## src/open_address_hash_table_defines.svh

```systemverilog
// assertion helpers for the hash table
`ifndef OPEN_ADDRESS_HASH_TABLE_DEFINES_SVH
`define OPEN_ADDRESS_HASH_TABLE_DEFINES_SVH

`define OAHT_ASSERT(label, clk, rst, prop, msg) \
   label: assert property (@(posedge clk) disable iff (rst) (prop)) else $error(msg);

`define OAHT_ASSERT_RST(label, clk, prop, msg) \
   label: assert property (@(posedge clk) (prop)) else $error(msg);

`endif

```

## src/oaht_queue.sv

```systemverilog
// Two-entry job queue between hashing and probing.
module oaht_queue #(
   parameter int W = 8
) (
   input  logic         clock,
   input  logic         reset,
   input  logic         in_valid,
   output logic         in_ready,
   input  logic [W-1:0] in_data,
   output logic         out_valid,
   input  logic         out_ready,
   output logic [W-1:0] out_data
);

   logic [W-1:0] mem_ff [2];
   logic         wp_ff, rp_ff;
   logic [1:0]   cnt_ff;
   logic         push, pop;

   assign in_ready  = (cnt_ff != 2'd2);
   assign out_valid = (cnt_ff != 2'd0);
   assign out_data  = mem_ff[rp_ff];
   assign push = in_valid && in_ready;
   assign pop  = out_valid && out_ready;

   always_ff @(posedge clock) begin
      if (reset) begin
         wp_ff <= 1'b0; rp_ff <= 1'b0; cnt_ff <= 2'd0;
      end else begin
         if (push) wp_ff <= ~wp_ff;
         if (pop) rp_ff <= ~rp_ff;
         cnt_ff <= cnt_ff + 2'(push) - 2'(pop);
      end
      if (push) mem_ff[wp_ff] <= in_data;
   end

endmodule

```

## config.mk

```make
export PLATFORM = sky130hd
export DESIGN_NAME = oaht_queue
export DESIGN_NICKNAME = d
export VERILOG_FILES = /design/src/open_address_hash_table_defines.svh /design/src/oaht_queue.sv
export SDC_FILE = /design/constraint.sdc
export NUM_CORES = 1
export LEC_CHECK = 0
export BUFFER_PORTS_ARGS = -buffer_cell sky130_fd_sc_hd__buf_4
export CAP_MARGIN = 20
export CORE_MARGIN = 5
export CORE_UTILIZATION = 44
export CTS_CLUSTER_SIZE = 25
export DETAILED_ROUTE_END_ITERATION = 10
export GPL_ROUTABILITY_DRIVEN = 0
export MAX_ROUTING_LAYER = met4
export PLACE_DENSITY = 0.78
export SLEW_MARGIN = 10
export SYNTH_ARGS = -nofsm -noshare
export SYNTH_HDL_FRONTEND = slang
export SYNTH_SLANG_ARGS = --single-unit
```

## constraint.sdc

```tcl
create_clock -name clock -period 1.7 [get_ports clock]
set_clock_uncertainty 0.2 [all_clocks]
set_input_delay 0.17 -clock clock [delete_from_list [all_inputs] [get_ports clock]]
set_output_delay 0.17 -clock clock [all_outputs]
set_load 0.01 [all_outputs]
```

==> flow_summary.toml <==
[drt]
ant_nets = 0
met2_length_um = 819
wl_met3_um = 74
drcViolationCount = 0
met1Wirelength_um = 529
vias = 515
top_layer = "met4"
drt_iter0_drc = 3
wl_per_cell_um = 12.7
dr.pass1.iters = 2
drt-vias-per-instance = 4.56
wirelength_um = 1440

[final_layout]
regArea_um2 = 587
final-instance-count-excl-fill = 113
multiInputGateArea_um2 = 273
nNetsFinal = 103
fillCellCount = 132
drive_gt1_frac = 0.477
area_delta_synth_final_pct = 49.4
utilization = 0.696
final_cell_area_um2 = 1210
insertedDiodeCount = 0

[sta]
period_minus_slack_ns = 1.68
maxSlewViolCount = 0
fin_hold_ws_ns = 0.125
worst_slew_pin_slew_ns = 0.372
relSlewSlack = 0.752
setup_tns_ns = 0
final-setup-viol-count = 0
grt_setup_unrepaired = "true"
period_share = 0.991
timing.fmax_mhz = 593
hold_violations = 0

[clocking]
worstSkewPairLatency_ns = 0.30
htreeDepth = 1
root_buffer = "clkbuf_4"
clk_pin_slew_ns = 0.11
clock-sinks = 21
cts_tree = "done"
cts_buffers = 3
cts.path.max_buffers = 2

[worst_setup_path]
arrival_ns = 1.71
critPathRequiredTime_ns = 1.72
crit_chain = "o21a_4 -> ha_4 -> inv_2 -> ha_4 -> xor2_2 -> xnor2_1 -> nor2_1"
slowest_stage = "dfxtp_4"
cp_max_fo = 3
crit_type = "reg -> reg"
cp-end-kind = "flip-flop"
cp_slowest_stage_delay_ns = 0.38
start_kind = "flip-flop"
crit_top_cell = "ha_4"

[hold_path]
hp-class = "in -> reg"

[synth]
syn_area_per_cell_um2 = 16.6
async_reset_ff_frac = 0
synth_common_cells = "edfxtp_1 (16), mux2_1 (8), dfxtp_1 (5), nor2_1 (5)"
netlist.area_leader.share = 0.591
yosysUniqueCellTypes = 16
synth_most_common_cell = "edfxtp_1"
syn_area_um2 = 813
syn_nets = 63
ys_seq_area_frac = 0.714
synth_warnings = 0
ys.flop_type = "edfxtp_1"
ys_ff_latch = 21
yosys-top-cells-area = "edfxtp_1 (59%), dfxtp_1 (12%), mux2_1 (11%), ha_1 (3.1%), nor2_1 (2.3%)"
syn_inst = 49
synth_edf_count = 16
synth_area_leader_cell = "edfxtp_1"

[global_route]
grt_pass1_vias = 531
grt_max_degree = 13
grt_pass1_wl_um = 2230
grt_overflow_total = 0
antenna_found_initial = 0
grt_usage = 0.116

[status]
status = "finished clean"

[floorplanning]
core_um2 = 1750
die_w_um = 53.0
fp.dieH_um = 53.0
dieArea_um2 = 2810
io-pin-count = 22
start_util = 0.466
rows = 15

[flow_run]
max_cap_viol_count = 0

[place]
placement.io_buffers = 21
dp_cells = 97
dpl_cell_area_um2 = 1020
dp_hpwl_um = 1010

[power_and_ir_drop]
leakage_nw = 0.487
cellPowerDensity_nw_per_um2 = 1290
peakVddDrop_uv = 901
-- what timing repair did --
action,4_1_cts,5_1_grt
resized for setup,3,9
setup endpoints to repair,9,1
hold endpoints to repair,20,0
setup buffers,0,3
hold buffers,9,0
pin swaps,3,5
gates cloned,0,0
-- through the flow --
stage	setup WS [ns]	total power [mW]
5_1_grt	-0.0571	1.67
4_1_cts	-0.0471	1.46
6_report	0.0150	1.56
3_5_place_dp	-0.0326	1.20
3_3_place_gp	0.00833	1.18
2_1_floorplan	0.0191	0.983
-- state kept, by name, summed over array words and instances (netlist names), named ones only --
signal,cells
cnt_ff,2
mem_ff,16
rp_ff,1
wp_ff,1
-- final timing paths --
kind / from / to / slack [ns] / depth (start not counted)
worst max-delay path: cnt_ff[1]$_SDFF_PP0_ / cnt_ff[1]$_SDFF_PP0_ / 0.02 / 7
worst min-delay path: in_valid / wp_ff$_SDFFE_PP0N_ / 0.12 / 4
worst max register to register: cnt_ff[1]$_SDFF_PP0_ / cnt_ff[1]$_SDFF_PP0_ / 0.02 / 7
worst min register to register: rp_ff$_SDFFE_PP0P_ / flip-flop / 0.36 / 2
-- per-layer routing --
layer | GRT usage | vias up
met5 | - | -
met4 | 0.0638 | 0
met3 | 0.0254 | 2
met2 | 0.215 | 14
met1 | 0.109 | 246
li1 | - | 253
-- power breakdown --
part / total (mW) / switching [mW] / internal (mW)
combinational: 0.607 / 0.248 / 0.359
sequential: 0.727 / 0.0641 / 0.663
clock: 0.228 / 0.141 / 0.0876
-- layout by cell type (no fill, tap or decap) --
cell type      instances
dfxtp_4                1
clkbuf_4               3
inv_2                  1
and3_1                 1
nor2b_1                2
ha_4                   2
nor2_1                 5
nand2_4                1
clkinv_2               1
mux2_4                 1
nand2b_4               1
or2_1                  1
dfxtp_2                2
xor2_2                 1
o21a_4                 1
mux2_1                 8
xnor2_1                2
edfxtp_1              16
dlygate4sd3_1          9
buf_4                 27
dfxtp_1                2
-- logic make-up after synthesis --
family,Yosys count,share of synthesized area
DFF,21,0.714
and+or+nand+nor,11,0.0723
muxes,9,0.129
xor gates and xnor gates,3,0.0323
buffers and inverters,2,0.0108
adders and majority gates,2,0.0308
AOI/OAI and AO/OA,1,0.0108
-- worst max-delay path, delay by kind of cell (launching register included) --
| kind | cells | cell delay, ns |
|---|---|---|
| adder cells (fa/ha/maj) | 2 | 0.41 |
| flip-flops | 1 | 0.38 |
| XOR/XNOR | 2 | 0.26 |
| AO/OA/AOI/OAI | 1 | 0.23 |
| AND/OR/NAND/NOR | 1 | 0.11 |
| buffers and inverters | 1 | 0.04 |
-- layout make-up --
class / count / area share
Clock buffer: 3 / 0.0185
Inverter: 1 / 0.00309
Sequential cell: 21 / 0.483
Timing Repair Buffer: 36 / 0.241
Tap cell: 25 / 0.0257
Clock inverter: 1 / 0.00412
Multi-Input combinational cell: 26 / 0.225
Note: power is estimated with default switching activity, not from simulation.
