===== config.mk =====
export PLATFORM = sky130hd
export DESIGN_NAME = oaht_front
export DESIGN_NICKNAME = d
export VERILOG_FILES = /design/src/open_address_hash_table_defines.svh /design/src/oaht_pkg.sv /design/src/oaht_front.sv
export SDC_FILE = /design/constraint.sdc
export NUM_CORES = 2
export LEC_CHECK = 0
export BUFFER_PORTS_ARGS = -buffer_cell sky130_fd_sc_hd__buf_2
export CAP_MARGIN = 0
export CORE_ASPECT_RATIO = 1.2
export CORE_MARGIN = 2
export CORE_UTILIZATION = 49
export CTS_BUF_LIST = sky130_fd_sc_hd__clkbuf_8
export CTS_CLUSTER_SIZE = 16
export DETAILED_ROUTE_END_ITERATION = 10
export PLACE_DENSITY = 0.67
export RECOVER_POWER = 25
export SLEW_MARGIN = 5
export SYNTH_ARGS = -nofsm -noshare
export SYNTH_HDL_FRONTEND = slang
export SYNTH_SLANG_ARGS = --single-unit

===== constraint.sdc =====
create_clock -name clock -period 16.5 [get_ports clock]
set_input_delay 1.65 -clock clock [delete_from_list [all_inputs] [get_ports clock]]
set_output_delay 1.65 -clock clock [all_outputs]
set_load 0.1 [all_outputs]

===== src/open_address_hash_table_defines.svh =====
// assertion helpers for the hash table
`ifndef OPEN_ADDRESS_HASH_TABLE_DEFINES_SVH
`define OPEN_ADDRESS_HASH_TABLE_DEFINES_SVH

`define OAHT_ASSERT(label, clk, rst, prop, msg) \
   label: assert property (@(posedge clk) disable iff (rst) (prop)) else $error(msg);

`define OAHT_ASSERT_RST(label, clk, prop, msg) \
   label: assert property (@(posedge clk) (prop)) else $error(msg);

`endif


===== src/oaht_pkg.sv =====
package oaht_pkg;

   localparam int SLOTS_DEF       = 64;
   localparam int SLOT_W          = $clog2(SLOTS_DEF);
   localparam int KEY_BYTES_DEF   = 8;
   localparam int VALUE_BYTES_DEF = 8;
   localparam logic [63:0] MULT_RESET = 64'd31;

   localparam logic [1:0] KIND_ADD    = 2'd0;
   localparam logic [1:0] KIND_REMOVE = 2'd1;
   localparam logic [1:0] KIND_FETCH  = 2'd2;
   localparam logic [1:0] KIND_NONE   = 2'd3;

   localparam logic [1:0] ST_OK         = 2'd0;
   localparam logic [1:0] ST_NOT_FOUND  = 2'd1;
   localparam logic [1:0] ST_FULL       = 2'd2;
   localparam logic [1:0] ST_BAD_LENGTH = 2'd3;

   function automatic logic [63:0] byte_mask(input logic [3:0] len);
      logic [63:0] m;
      m = '0;
      for (int i = 0; i < 8; i++) begin
         if (4'(i) < len) m[i*8 +: 8] = 8'hFF;
      end
      return m;
   endfunction

endpackage


===== src/oaht_front.sv =====
// Validates the request, hashes the key one byte a step and hands a job on.
module oaht_front #(
   parameter int KEY_BYTES   = oaht_pkg::KEY_BYTES_DEF,
   parameter int VALUE_BYTES = oaht_pkg::VALUE_BYTES_DEF,
   localparam int SW         = oaht_pkg::SLOT_W
) (
   input  logic          clock,
   input  logic          reset,
   input  logic          req_valid,
   output logic          req_ready,
   input  logic [1:0]    req_kind,
   input  logic [63:0]   req_key_bytes,
   input  logic [3:0]    req_key_length,
   input  logic [63:0]   req_value_bytes,
   input  logic [3:0]    req_value_length,
   input  logic [63:0]   mult,
   output logic          job_valid,
   input  logic          job_ready,
   output logic [1:0]    job_kind,
   output logic          job_bad,
   output logic [SW-1:0] job_home,
   output logic [63:0]   job_key,
   output logic [3:0]    job_klen,
   output logic [63:0]   job_value,
   output logic [3:0]    job_vlen
);

   typedef enum logic [1:0] {IDLE, HASH, SEND} state_type;

   state_type   state_ff, state_in;
   logic [1:0]  kind_ff, kind_in;
   logic        bad_ff, bad_in;
   logic [63:0] key_ff, key_in, val_ff, val_in, h_ff, h_in;
   logic [3:0]  klen_ff, klen_in, vlen_ff, vlen_in, idx_ff, idx_in;
   logic [1:0]  ph_ff, ph_in;
   logic [63:0] acc_ff, acc_in;
   logic [31:0] mul_a, mul_b;
   logic [63:0] prod;
   logic [SW-1:0] home;
   logic [7:0]  b;

   assign b = key_ff[idx_ff[2:0]*8 +: 8];
   always_comb begin
      home = h_ff[SW-1:0];
      if (home == '0) home = SW'(1);
   end

   // wrapping 64-bit multiply as three 32x32 partial products, one a cycle
   always_comb begin
      case (ph_ff)
         2'd0: begin
            mul_a = h_ff[31:0]; mul_b = mult[31:0];
         end
         2'd1: begin
            mul_a = h_ff[31:0]; mul_b = mult[63:32];
         end
         default: begin
            mul_a = h_ff[63:32]; mul_b = mult[31:0];
         end
      endcase
   end
   assign prod = 64'(mul_a) * 64'(mul_b);

   assign req_ready = (state_ff == IDLE);
   assign job_valid = (state_ff == SEND);
   assign job_kind  = kind_ff;
   assign job_bad   = bad_ff;
   assign job_home  = home;
   assign job_key   = key_ff;
   assign job_klen  = klen_ff;
   assign job_value = val_ff;
   assign job_vlen  = vlen_ff;

   always_comb begin
      state_in = state_ff; kind_in = kind_ff; bad_in = bad_ff; key_in = key_ff;
      val_in = val_ff; h_in = h_ff; klen_in = klen_ff; vlen_in = vlen_ff;
      idx_in = idx_ff; ph_in = ph_ff; acc_in = acc_ff;
      case (state_ff)
         IDLE: begin
            if (req_valid && req_kind != oaht_pkg::KIND_NONE) begin
               kind_in = req_kind;
               bad_in  = (req_key_length == 4'd0) ||
                         (req_key_length > 4'(KEY_BYTES)) ||
                         (req_kind == oaht_pkg::KIND_ADD &&
                          (req_value_length == 4'd0 ||
                           req_value_length > 4'(VALUE_BYTES)));
               key_in  = req_key_bytes & oaht_pkg::byte_mask(req_key_length);
               val_in  = req_value_bytes & oaht_pkg::byte_mask(req_value_length);
               klen_in = req_key_length;
               vlen_in = req_value_length;
               h_in    = '0;
               idx_in  = '0;
               ph_in   = '0;
               state_in = bad_in ? SEND : HASH;
            end
         end
         HASH: begin
            if (idx_ff == klen_ff) state_in = SEND;
            else begin
               case (ph_ff)
                  2'd0: begin
                     acc_in = prod; ph_in = 2'd1;
                  end
                  2'd1: begin
                     acc_in = acc_ff + {prod[31:0], 32'd0}; ph_in = 2'd2;
                  end
                  default: begin
                     h_in   = acc_ff + {prod[31:0], 32'd0} + {{56{b[7]}}, b};
                     ph_in  = 2'd0;
                     idx_in = idx_ff + 4'd1;
                  end
               endcase
            end
         end
         SEND: if (job_ready) state_in = IDLE;
         default: state_in = IDLE;
      endcase
   end

   always_ff @(posedge clock) begin
      if (reset) state_ff <= IDLE;
      else state_ff <= state_in;
      kind_ff <= kind_in; bad_ff <= bad_in; key_ff <= key_in; val_ff <= val_in;
      h_ff <= h_in; klen_ff <= klen_in; vlen_ff <= vlen_in; idx_ff <= idx_in;
      ph_ff <= ph_in; acc_ff <= acc_in;
   end

endmodule


==> results.md <==
* Run status: complete, but fails checks
* Failing checks: max-capacitance violations, max-slew violations
* WP data arrival at around 13,000 ps
* Vias/cell at roughly 5.7
* Final Max Tran Viols at approximately 170
* Max_slew headroom at -151%
* Post-route DRC at 0
* Area growth, synth to finish at 8.20%
* CP peak stage delay at roughly 820 ps
* Final Setup Violations at 0
* TritonCTS buffer count at 42
* Fmax at around 81 MHz
* Root buffer cell: clkbuf_8
* Worst Path Max Fanout at between 40 and 50
* Post-synthesis sequential area ratio at approximately 17%
* I/O pins at 353
* Ys flop type: edfxtp_1
* Clock Skews at 92.0 ps
* Clock tree buffer depth at 3
* Post-CTS Setup Repair Bufs at 0
* Endpoints failing hold at 0
* DP Wirelength at 131,000 um
* Post-Syn Nets at just under 7,000
* Total core area at between 90,000 and 100,000 um2
* Hold WC Path Type: flop to flop
* Initial Util at between 40% and 50%
* CP Capture Type: flop
* Max-Cap Viols at 3
* Worst Path Required at around 17,000 ps
* PortBufs at 352
* Die area at 103,000 um2
* Final net count at between 6,000 and 7,000
* Syn_area_per_cell at 9.28 um2
* # fillers at between 9,000 and 10,000
* Row count at 127
* 1st-pass router iterations at 7
* Hold buffers post-CTS at 0
* Fin crit period at 12,380 ps
* Setup_tns at 0 ps
* FF/Latch Area at around 8200 um2
* Largest net degree at the start of global routing at between 70 and 80
* Synth Warn # at 0
* Routed wire per std cell at approximately 24 um
* Die width at roughly 290 um
* Post-CTS sizing at 0
* Total number of vias at between 30,000 and 40,000
* Vias in the first global route at 40,900
* Final design utilization at between 50 and 60%
* Die height at 351 um
* Critical path depth at 36
* DRT antenna net count at 0
* First-pass GRT wire length at about 250,000 um
* Total grt overflow at 0
* Mapped Cells at 5,287
* RSZ-0062 raised after global routing: false
* Worst hold stages at 2
* GRT Total Usage at 31.9%
* Worst path most repeated cell: fa_1
* H-tree lvl count at 2
* Share of flip-flops with an asynchronous set or reset at 0%
* Post-synth EDFFs at 273
* FF+latch count, synth at between 200 and 300
* Initial DRC Count at 2,933
* Clock sink total at about 280
* Critical Path Start Type: flop
* Post-synth cell types at 85
* Ratio of cells with drive above 1 in the final layout at about a tenth
* Worst path bufs/invs at 4
* Worst R2R Path Depth at 36
* DRT Wirelength at between 150,000 and 200,000 um
* Largest delay contributor family on the critical path: adder cells
* Antenna violations before repair at 6
* Worst skew pair latency at ~650 ps
* TritonCTS clock tree: built
* CTS clk-pin slew, worst paths at 70 ps
* Area of the multi-input gates at 36,700 um2
* Final Cycle Share at 75.0%
* Least-Margin Pin Slew at 3760 ps
* Slowest cell on the critical path: mux2i_4
* Routability Congestion at around 0.98
* Post-synth design cell area at just under 50,000 um2
* Crit path kind: flop to flop
[metal layers]
layer,vias up,track usage (%),part of all wire [%]
li1,17000,-,-
met4,2,17.7,6.7
met1,19600,38.5,37
met2,1797,54.4,48
met3,447,5.53,8.1
met5,-,0,0.0081
[synthesized netlist by cell type (6+ instances only)]
cell	instances	area [um2]
and3_1	18	113
o21bai_1	25	188
or2_2	10	62.6
o31ai_1	10	75.1
o21ai_0	93	465
a21boi_0	7	52.6
ha_1	361	4520
buf_1	20	75.1
mux4_2	16	360
inv_1	902	3390
fa_1	898	18000
a211oi_1	22	165
mux2_2	38	428
nand4_1	35	219
nor3b_1	7	52.6
edfxtp_1	273	8200
nand3_1	32	160
nor4_1	7	43.8
nand2b_1	22	138
xor2_1	61	534
nor2_1	545	2050
a21oi_1	186	931
a31oi_1	15	93.8
a21o_1	76	571
nor2b_1	115	719
o21a_1	17	128
xnor2_1	82	718
o21ai_1	12	60.1
and2_1	88	551
o211ai_1	13	97.6
nand2_1	842	3160
o31a_1	6	52.6
mux2i_1	63	631
clkbuf_1	226	848
nor3_1	31	155
[cell type report]
| cell class | instances | share of cell area (%) |
|---|---|---|
| multi-input cells | 3861 | 69.1 |
| flip-flops and latches | 275 | 15.5 |
| inverters | 902 | 6.38 |
| repair buffers | 434 | 4.41 |
| well taps | 1290 | 3.04 |
| clock buffers | 43 | 1.11 |
| clock inverters | 31 | 0.436 |
| diodes | 4 | 0.0189 |
[cells by family after synthesis]
kind of cell / count (synthesis) / share of synthesized area [%]
xor gates and xnor gates: 145 / 2.63
and+or+nand+nor: 1778 / 15.6
adders and majority gates: 1259 / 45.9
buffers and inverters: 1151 / 8.86
DFF: 275 / 16.8
AOI/OAI and AO/OA: 558 / 7.32
muxes: 121 / 2.98
[path summary, 6_finish.rpt]
path	end	start	slack (ps)
worst min register to register	state_ff[1]$_SDFFE_PP0P_	state_ff[0]$_SDFFE_PP0P_	640
worst max register to register	h_ff[62]$_SDFFCE_PN0P_	ph_ff[1]$_SDFFCE_PN0P_	4120
worst max-delay path	h_ff[62]$_SDFFCE_PN0P_	ph_ff[1]$_SDFFCE_PN0P_	4120
worst min-delay path	state_ff[1]$_SDFFE_PP0P_	state_ff[0]$_SDFFE_PP0P_	640
[state kept, by name, indices dropped and copies added (netlist names)]
register   cells
h_ff          64
job_vlen       4
job_bad        1
job_klen       4
idx_ff         4
job_value     64
job_key       64
acc_ff        64
ph_ff          2
state_ff       2
job_kind       2
[worst register-to-register path, delay by kind of cell, from the launching register on]
kind,cells,cell delay [ps]
AO/OA/AOI/OAI,12,2870
XOR/XNOR,3,670
buffers and inverters,4,1160
flip-flops,1,470
AND/OR/NAND/NOR,5,1100
adder cells (fa/ha/maj),11,4790
multiplexers,1,880
[stage by stage]
step           std cells  setup WS, ps  cell area (um2)  hold slack (ps)
2_1_floorplan       5287          2530            49100              581
3_3_place_gp        6762          4440            52300              624
3_5_place_dp        6762          4340            52300              648
4_1_cts             6836          4260            53100              672
5_1_grt             6839          3350            53100              706
6_report            6840          4120            53100              639
[layout by cell type, fill, tap and decap left out, types with 17 or more instances in the layout]
cell type,count
nand4_1,35
xor2_1,61
and3_1,18
clkbuf_8,43
and2_0,26
a21o_1,76
a21oi_1,186
and2_1,62
xnor2_1,82
nor2b_1,114
nand2b_1,21
nor3_1,30
a211oi_1,22
nor2_1,545
mux2i_1,38
o21bai_1,25
inv_1,909
nand3_1,32
mux2i_2,17
o21ai_0,93
buf_2,342
nand2_1,839
ha_1,361
mux2_2,37
fa_1,898
buf_4,76
edfxtp_1,273
Power is not shown: default switching activity piles up to over one toggle a cycle in this logic, so the estimate is an artifact.
